[config.mk]
export PLATFORM = sky130hd
export DESIGN_NAME = keyed_count_table
export DESIGN_NICKNAME = d
export VERILOG_FILES = /design/src/kct_pkg.sv /design/src/kct_cell.sv /design/src/kct_head.sv /design/src/keyed_count_table.sv
export SDC_FILE = /design/constraint.sdc
export NUM_CORES = 2
export LEC_CHECK = 0
export BUFFER_PORTS_ARGS = -buffer_cell sky130_fd_sc_hd__buf_2
export CAP_MARGIN = 20
export CORE_MARGIN = 4
export CORE_UTILIZATION = 50
export DETAILED_ROUTE_END_ITERATION = 10
export PLACE_DENSITY = 0.67
export SYNTH_ARGS = -nofsm -noshare
export SYNTH_HDL_FRONTEND = slang
export SYNTH_SLANG_ARGS = --single-unit
export TNS_END_PERCENT = 1
[constraint.sdc]
create_clock -name clk_i -period 39.3 [get_ports clk_i]
set_input_delay 7.86 -clock clk_i [delete_from_list [all_inputs] [get_ports clk_i]]
set_output_delay 7.86 -clock clk_i [all_outputs]
set_load 0.01 [all_outputs]
[src/kct_pkg.sv]
// Package for the keyed count table: field widths, codes and the record that
// the head update logic hands to the sequencer. No dependencies.
`timescale 1ns / 1ps

package kct_pkg;

  // Default number of table entries.
  localparam int unsigned TABLE_ENTRIES_DEF = 64;

  // Fixed field widths.
  localparam int unsigned ACT_W    = 2;
  localparam int unsigned KEY_W    = 32;
  localparam int unsigned DELTA_W  = 16;
  localparam int unsigned STATUS_W = 3;
  localparam int unsigned SLOT_W   = 6;
  localparam int unsigned COUNT_W  = 24;
  localparam int unsigned USED_W   = 7;

  localparam logic [COUNT_W-1:0] COUNT_MAX = '1;

  typedef enum logic [ACT_W-1:0] {
    ACT_ADD    = 2'd0,
    ACT_SUB    = 2'd1,
    ACT_LOOKUP = 2'd2
  } act_e;

  typedef enum logic [STATUS_W-1:0] {
    ST_UPDATED   = 3'd0,
    ST_INSERTED  = 3'd1,
    ST_DELETED   = 3'd2,
    ST_NOT_FOUND = 3'd3,
    ST_FULL      = 3'd4
  } status_e;

  typedef enum logic [1:0] {
    S_IDLE = 2'd0,
    S_SCAN = 2'd1,
    S_FIN  = 2'd2
  } state_e;

  // Outcome of the entry that sits at the head of the ring this cycle.
  typedef struct packed {
    logic                 touch;   // entry found or appended here
    logic                 del;     // found entry must be removed
    status_e              status;
    logic [COUNT_W-1:0]   count;   // count reported for this item
  } head_res_t;

endpackage

[src/kct_cell.sv]
// One cell of the entry ring: holds one key and its count and loads from its
// upper neighbor on a rotate step, or on compaction at or above the removed slot.
// Depends on kct_pkg.
`timescale 1ns / 1ps

module kct_cell #(
  parameter int unsigned CELL_IDX = 0,
  parameter int unsigned IDX_W    = 6
) (
  input  logic                        clk_i,
  input  logic                        rotate_i,
  input  logic                        compact_i,
  input  logic [IDX_W-1:0]            del_slot_i,
  input  logic [kct_pkg::KEY_W-1:0]   key_i,
  input  logic [kct_pkg::COUNT_W-1:0] count_i,
  output logic [kct_pkg::KEY_W-1:0]   key_o,
  output logic [kct_pkg::COUNT_W-1:0] count_o
);
  import kct_pkg::*;

  logic [KEY_W-1:0]   key_q;
  logic [COUNT_W-1:0] count_q;
  logic               load;

  // On compaction every cell at or above the removed slot moves down by one.
  assign load = rotate_i | (compact_i & (del_slot_i <= IDX_W'(CELL_IDX)));

  always_ff @(posedge clk_i) begin
    if (load) begin
      key_q   <= key_i;
      count_q <= count_i;
    end
  end

  assign key_o   = key_q;
  assign count_o = count_q;

endmodule

[src/kct_head.sv]
// Update logic at the head of the entry ring: matches the key, applies the
// add, subtract or lookup, or appends a new entry. Depends on kct_pkg.
`timescale 1ns / 1ps

module kct_head #(
  parameter int unsigned IDX_W  = 6,
  parameter int unsigned FILL_W = 7
) (
  input  logic [kct_pkg::ACT_W-1:0]   act_i,
  input  logic [kct_pkg::KEY_W-1:0]   req_key_i,
  input  logic [kct_pkg::DELTA_W-1:0] delta_i,
  input  logic [IDX_W-1:0]            step_i,
  input  logic [FILL_W-1:0]           fill_i,
  input  logic                        found_i,
  input  logic [kct_pkg::KEY_W-1:0]   head_key_i,
  input  logic [kct_pkg::COUNT_W-1:0] head_count_i,
  output logic [kct_pkg::KEY_W-1:0]   tail_key_o,
  output logic [kct_pkg::COUNT_W-1:0] tail_count_o,
  output kct_pkg::head_res_t          res_o
);
  import kct_pkg::*;

  logic [FILL_W-1:0]  step_ext;
  logic               hit;
  logic               ins;
  logic [COUNT_W:0]   sum;
  logic [COUNT_W-1:0] sat;
  logic [COUNT_W-1:0] delta_ext;
  logic [COUNT_W-1:0] new_count;
  logic               del;

  assign step_ext  = FILL_W'(step_i);
  assign delta_ext = COUNT_W'(delta_i);
  assign hit = !found_i && (step_ext < fill_i) && (head_key_i == req_key_i);
  // The first free place comes right after the last valid entry has passed.
  assign ins = !found_i && (act_e'(act_i) == ACT_ADD) && (step_ext == fill_i);

  assign sum = (COUNT_W + 1)'(head_count_i) + (COUNT_W + 1)'(delta_i);
  assign sat = sum[COUNT_W] ? COUNT_MAX : sum[COUNT_W-1:0];

  always_comb begin
    unique case (act_e'(act_i))
      ACT_ADD: begin
        new_count = sat;
        del       = (sat == '0);
      end
      ACT_SUB: begin
        new_count = head_count_i - delta_ext;
        del       = (delta_ext >= head_count_i);
      end
      default: begin
        new_count = head_count_i;
        del       = 1'b0;
      end
    endcase
  end

  always_comb begin
    res_o        = '{touch: hit | ins, del: hit & del, status: ST_UPDATED, count: '0};
    tail_key_o   = head_key_i;
    tail_count_o = head_count_i;
    if (ins) begin
      res_o.status = ST_INSERTED;
      res_o.count  = delta_ext;
      tail_key_o   = req_key_i;
      tail_count_o = delta_ext;
    end else if (hit) begin
      if (del) begin
        res_o.status = ST_DELETED;
      end else begin
        res_o.count  = new_count;
        tail_count_o = new_count;
      end
    end
  end

endmodule

[src/keyed_count_table.sv]
// Keyed count table: up to TABLE_ENTRIES key/count pairs in insertion order.
// One item is worked on at a time: an accepted item makes one full turn of
// the entry ring past the head update logic, then a finish step, which waits
// while the output register holds a stalled result, before the next is taken.
// Reset clears the fill level and the handshake state; entry contents stay
// undefined and are never read before being written, so no clearing pass.
`timescale 1ns / 1ps

module keyed_count_table #(
  parameter int unsigned TABLE_ENTRIES = kct_pkg::TABLE_ENTRIES_DEF
) (
  input  logic                         clk_i,
  input  logic                         rst_ni,
  input  logic                         in_valid_i,
  output logic                         in_stall_o,
  input  logic [kct_pkg::ACT_W-1:0]    action_i,
  input  logic [kct_pkg::KEY_W-1:0]    part_key_i,
  input  logic [kct_pkg::DELTA_W-1:0]  delta_i,
  output logic                         out_valid_o,
  input  logic                         out_stall_i,
  output logic [kct_pkg::STATUS_W-1:0] status_o,
  output logic [kct_pkg::SLOT_W-1:0]   slot_o,
  output logic [kct_pkg::COUNT_W-1:0]  count_now_o,
  output logic [kct_pkg::USED_W-1:0]   entries_used_o
);
  import kct_pkg::*;

  localparam int unsigned IDX_W  = $clog2(TABLE_ENTRIES);
  localparam int unsigned FILL_W = $clog2(TABLE_ENTRIES + 1);
  localparam logic [IDX_W-1:0] LAST_STEP = IDX_W'(TABLE_ENTRIES - 1);

  // The entries form a ring of cells. During a scan every cell hands its
  // entry down by one place each cycle, so the head cell shows entry 0, 1, 2
  // and so on in turn. The head logic rewrites the entry on its way back into
  // the top cell. After TABLE_ENTRIES steps every entry is home again.
  state_e state_q, state_d;
  logic [FILL_W-1:0] fill_q, fill_d;
  logic              out_valid_q, out_valid_d;
  logic              found_q;

  // Request held for the whole scan.
  logic [ACT_W-1:0]   act_q;
  logic [KEY_W-1:0]   key_q;
  logic [DELTA_W-1:0] delta_q;
  logic [IDX_W-1:0]   step_q;

  // Result collected during the scan.
  status_e            res_status_q;
  logic [IDX_W-1:0]   res_slot_q;
  logic [COUNT_W-1:0] res_count_q;
  logic               res_del_q;

  // Output register, so a waiting result does not block the next item.
  status_e            out_status_q;
  logic [IDX_W-1:0]   out_slot_q;
  logic [COUNT_W-1:0] out_count_q;
  logic [FILL_W-1:0]  out_used_q;

  logic in_fire;
  logic rotate;
  logic fin_fire;
  logic compact;

  logic [KEY_W-1:0]   ring_key   [TABLE_ENTRIES];
  logic [COUNT_W-1:0] ring_count [TABLE_ENTRIES];
  logic [KEY_W-1:0]   tail_key;
  logic [COUNT_W-1:0] tail_count;
  head_res_t          head_res;

  assign in_stall_o = (state_q != S_IDLE);
  assign in_fire    = in_valid_i && !in_stall_o;

  // Sequencer.
  always_comb begin
    state_d     = state_q;
    rotate      = 1'b0;
    fin_fire    = 1'b0;
    out_valid_d = out_valid_q;
    fill_d      = fill_q;
    if (out_valid_q && !out_stall_i) begin
      out_valid_d = 1'b0;
    end
    unique case (state_q)
      S_IDLE: begin
        if (in_fire) begin
          state_d = S_SCAN;
        end
      end
      S_SCAN: begin
        rotate = 1'b1;
        if (step_q == LAST_STEP) begin
          state_d = S_FIN;
        end
      end
      S_FIN: begin
        // Finish only once the output register is free or being emptied.
        if (!out_valid_q || !out_stall_i) begin
          fin_fire    = 1'b1;
          out_valid_d = 1'b1;
          state_d     = S_IDLE;
          if (res_status_q == ST_INSERTED) begin
            fill_d = fill_q + FILL_W'(1);
          end else if (res_status_q == ST_DELETED) begin
            fill_d = fill_q - FILL_W'(1);
          end
        end
      end
      default: begin
        state_d = S_IDLE;
      end
    endcase
  end

  // A removed entry is closed up in one step: every cell at or above its
  // slot takes the entry of its upper neighbor.
  assign compact = fin_fire && res_del_q;

  always_ff @(posedge clk_i or negedge rst_ni) begin
    if (!rst_ni) begin
      state_q     <= S_IDLE;
      fill_q      <= '0;
      out_valid_q <= 1'b0;
      found_q     <= 1'b0;
      step_q      <= '0;
    end else begin
      state_q     <= state_d;
      fill_q      <= fill_d;
      out_valid_q <= out_valid_d;
      if (in_fire) begin
        found_q <= 1'b0;
        step_q  <= '0;
      end else if (rotate) begin
        step_q <= step_q + IDX_W'(1);
        if (head_res.touch) begin
          found_q <= 1'b1;
        end
      end
    end
  end

  always_ff @(posedge clk_i) begin
    if (in_fire) begin
      act_q        <= action_i;
      key_q        <= part_key_i;
      delta_q      <= delta_i;
      // Without a hit or an append, an add means the table was full.
      res_status_q <= (act_e'(action_i) == ACT_ADD) ? ST_FULL : ST_NOT_FOUND;
      res_slot_q   <= '0;
      res_count_q  <= '0;
      res_del_q    <= 1'b0;
    end else if (rotate && head_res.touch) begin
      res_status_q <= head_res.status;
      res_slot_q   <= step_q;
      res_count_q  <= head_res.count;
      res_del_q    <= head_res.del;
    end
    if (fin_fire) begin
      out_status_q <= res_status_q;
      out_slot_q   <= res_slot_q;
      out_count_q  <= res_count_q;
      out_used_q   <= fill_d;
    end
  end

  kct_head #(
    .IDX_W  (IDX_W),
    .FILL_W (FILL_W)
  ) u_head (
    .act_i        (act_q),
    .req_key_i    (key_q),
    .delta_i      (delta_q),
    .step_i       (step_q),
    .fill_i       (fill_q),
    .found_i      (found_q),
    .head_key_i   (ring_key[0]),
    .head_count_i (ring_count[0]),
    .tail_key_o   (tail_key),
    .tail_count_o (tail_count),
    .res_o        (head_res)
  );

  for (genvar i = 0; i < TABLE_ENTRIES; i++) begin : g_cell
    logic [KEY_W-1:0]   nb_key;
    logic [COUNT_W-1:0] nb_count;

    if (i == TABLE_ENTRIES - 1) begin : g_top
      // The top cell takes the entry that leaves the head logic.
      assign nb_key   = tail_key;
      assign nb_count = tail_count;
    end else begin : g_mid
      assign nb_key   = ring_key[i+1];
      assign nb_count = ring_count[i+1];
    end

    kct_cell #(
      .CELL_IDX (i),
      .IDX_W    (IDX_W)
    ) u_cell (
      .clk_i      (clk_i),
      .rotate_i   (rotate),
      .compact_i  (compact),
      .del_slot_i (res_slot_q),
      .key_i      (nb_key),
      .count_i    (nb_count),
      .key_o      (ring_key[i]),
      .count_o    (ring_count[i])
    );
  end

  assign out_valid_o    = out_valid_q;
  assign status_o       = out_status_q;
  assign slot_o         = SLOT_W'(out_slot_q);
  assign count_now_o    = out_count_q;
  assign entries_used_o = USED_W'(out_used_q);

endmodule

==> impl_results.md <==
* Status: complete, no violations
* Root buf cell: clkbuf_16
* Final hold vios at 0
* Syn Nets at 4865
* Minimum clock period at 11250 ps
* Power per Cell Area at 91.4 mW/mm^2
* Post-DRT Antenna Nets at 0
* Buffers on Ports at 95
* RD Place Congestion at 0.894
* Slew at the pin with the worst max-slew slack at 1180 ps
* Req. time, crit path at 39840 ps
* Unique masters post-synth at 88
* Final setup vio count at 0
* Fin Clk Skew at 72.0 ps
* Slew Limit Fails at 0
* # H-tree levels at 5
* Register area share after synthesis at 0.947
* Setup CP Type: input port to flip-flop
* Critical-path cell list: buf_2 > a21oi_4 > buf_4 > nand2_1 > o21ai_4 > buf_4 > o21a_2 > buf_4 > o21bai_4 > buf_4
* Vert. Die Dim at 493 um
* # DRC at 0
* Vias at 45300
* Most instantiated cells after synthesis: edfxtp_1, nand2_1, o21ai_0
* Post-synth EDFFs at 3677
* Max rail drop VDD at 0.0647 mV
* Synth area leaders: edfxtp_1, nand2_1, dfxtp_1, ha_1, dfrtp_1
* Leak at 0.0453 uW
* Syn avg cell area at 24.7 sq um
* Startpoint types: input port
* Achievable clock frequency at 0.0889 GHz
* Clk slew on worst S/H paths at 60 ps
* Post-route setup TNS at 0 ps
* Maxcap violations at 0
* First-pass GRT wire length at 299000 um
* Starting Density at 0.504
* Final worst-path cycle share at 0.286
* # nets final at 5329
* Ys async rst share at 0.00456
* Synth area leader: edfxtp_1
* RSZ-0062 raised after global routing: no
* Clk sinks at 3725
* Gr usage total at 0.169
* Filler cells at 16200
* TritonCTS clock tree: yes
* Setup bufs post-CTS at 0
* Pin count of the biggest net entering global routing at 64
* Vias in the first global route at 43900
* Dpl ws at 27110 ps
* CP Capture Type: flip-flop
* Worst EP arrival at 11790 ps
* Cell Area, Synth at 0.118 sq mm
* Flops & latches, synth at 3725
* Clk buf depth at 4
* DRT Pass-1 Iters at 7
* Worst slew margin at 0.209
* Die outline area at 0.243 sq mm
* Initial antenna violation count at 9
* CP max stage cell: buf_4
* Crit path largest cell delay at 620 ps
* Hold Crit Class: flip-flop to flip-flop
* First DRT Iteration DRCs at 5908
* HPWL after DPL at 121000 um
* TritonCTS Buffers at 347
* Core ar. at 0.233 sq mm
* Setup slack after layout at 28050 ps
* Top_reg_cell synth: edfxtp_1
* Per-cell routed wire length at 24.0 um
* Mapped Cells at 4768
* Area share of the leading cell type in the synthesized netlist at 0.938
* Crit path top cell by count: buf_4
* Post-CTS sizing at 0
* Area Overhead vs Synth at 13.7%
* Total wire length at 206000 um
* Overflow after GRT at 0
* Hold-fix buffers, CTS at 0
* Layout cells sized above 1 at 0.139
* Synth Warn # at 0
* IO Count at 96
* Most common cell in the netlist: edfxtp_1
* Die Span X at 493 um
* Via density per instance at 5.25
* # rows at 177
* Worst skew pair latency at 940 ps
* Worst-path fanout max at 57
## routing by layer
layer	routed length [um]	GRT usage
met5	13	0
met4	5090	0.0473
met3	22200	0.0497
met2	93300	0.249
met1	85800	0.249
## kinds of logic (layout without fill, tap and decap cells)
logic type | Yosys count | after routing | share of synthesized area
flops | 3725 | 3725 | 0.947
simple gates | 461 | 461 | 0.0189
compound gates | 343 | 343 | 0.0203
buf+inv | 128 | 843 | 0.00444
xor+xnor | 58 | 58 | 0.00431
fa+ha+maj | 43 | 43 | 0.00470
mux | 10 | 10 | 0.000850
other cells | 0 | 3 | 0
## layout by cell type, fill, tap and decap left out, types with 12 or more instances in the layout
master,count
a21oi_1,57
and2_1,16
buf_2,95
buf_4,91
bufinv_16,26
clkbuf_1,89
clkbuf_16,353
clkinv_1,54
clkinv_2,49
dfrtp_1,17
dfxtp_1,30
edfxtp_1,3677
ha_1,41
inv_1,48
inv_6,13
nand2_1,206
nand2b_1,12
nand3_1,24
nand4_1,13
nor2_1,66
nor2b_1,17
nor3_1,17
nor4_1,14
o211ai_1,13
o21ai_0,55
o21ai_1,12
o21ai_4,27
o31ai_1,21
or3_1,16
xnor2_1,17
xor2_1,41
## through the flow
stage | util | power (uW) | hold slack [ps] | cell area [sq um] | std cells
6_report | 0.574 | 12200 | 370 | 134000 | 8618
5_1_grt | 0.574 | 12800 | 381 | 134000 | 8616
4_1_cts | 0.574 | 12400 | 368 | 134000 | 8613
3_5_place_dp | 0.528 | 9040 | 405 | 123000 | 8013
3_3_place_gp | 0.528 | 9030 | 400 | 123000 | 8012
2_1_floorplan | - | 8240 | 400 | 118000 | 4768
## area by class of cell
| type | instances | area [sq um] | area share |
|---|---|---|---|
| multi-input combinational | 915 | 6460 | 0.0482 |
| timing repair buffer | 189 | 1210 | 0.00903 |
| clock inverter | 156 | 1470 | 0.0110 |
| clock buffer | 444 | 9200 | 0.0687 |
| sequential | 3725 | 111000 | 0.832 |
| antenna | 3 | 7.51 | 0.0000561 |
| inverter | 54 | 203 | 0.00151 |
| tap | 3132 | 3920 | 0.0293 |
## power by group
group	leakage, uW	switching (uW)	internal (uW)
Clock	0.00519	1350	1820
Combinational	0.00333	1110	239
Sequential	0.0368	791	6940
## worst max-delay path, delay by kind of cell
family | cells | cell delay [ps]
buffers and inverters | 5 | 2380
and+or+nand+nor | 1 | 580
AOI/OAI and AO/OA | 4 | 890
## final timing paths
path / from / end / slack, ps / cells after the start
max reg2reg: delta_q[13] / g_cell[63].u_cell.count_o[7] / 33890 / 11
max in group asynchronous: rst_ni / step_q[2] / 32010 / 1
min: g_cell[46].u_cell.key_o[6] / g_cell[45].u_cell.key_o[6] / 370 / 0
min reg2reg: g_cell[46].u_cell.key_o[6] / g_cell[45].u_cell.key_o[6] / 370 / 0
min in group asynchronous: rst_ni / out_valid_o / 6930 / 1
max: out_stall_i / g_cell[42].u_cell.key_o[27] / 28050 / 10
## state kept, by name, indices dropped and copies added (netlist names), 2 cells and up
register / cells
res_count_q: 24
fill_q: 7
entries_used_o: 7
slot_o: 6
g_cell.u_cell.key_o: 2048
key_q: 32
res_status_q: 3
res_slot_q: 6
status_o: 3
act_q: 2
g_cell.u_cell.count_o: 1536
delta_q: 16
step_q: 6
state_q: 2
count_now_o: 24
No activity file was read; power rests on OpenSTA's default activity.
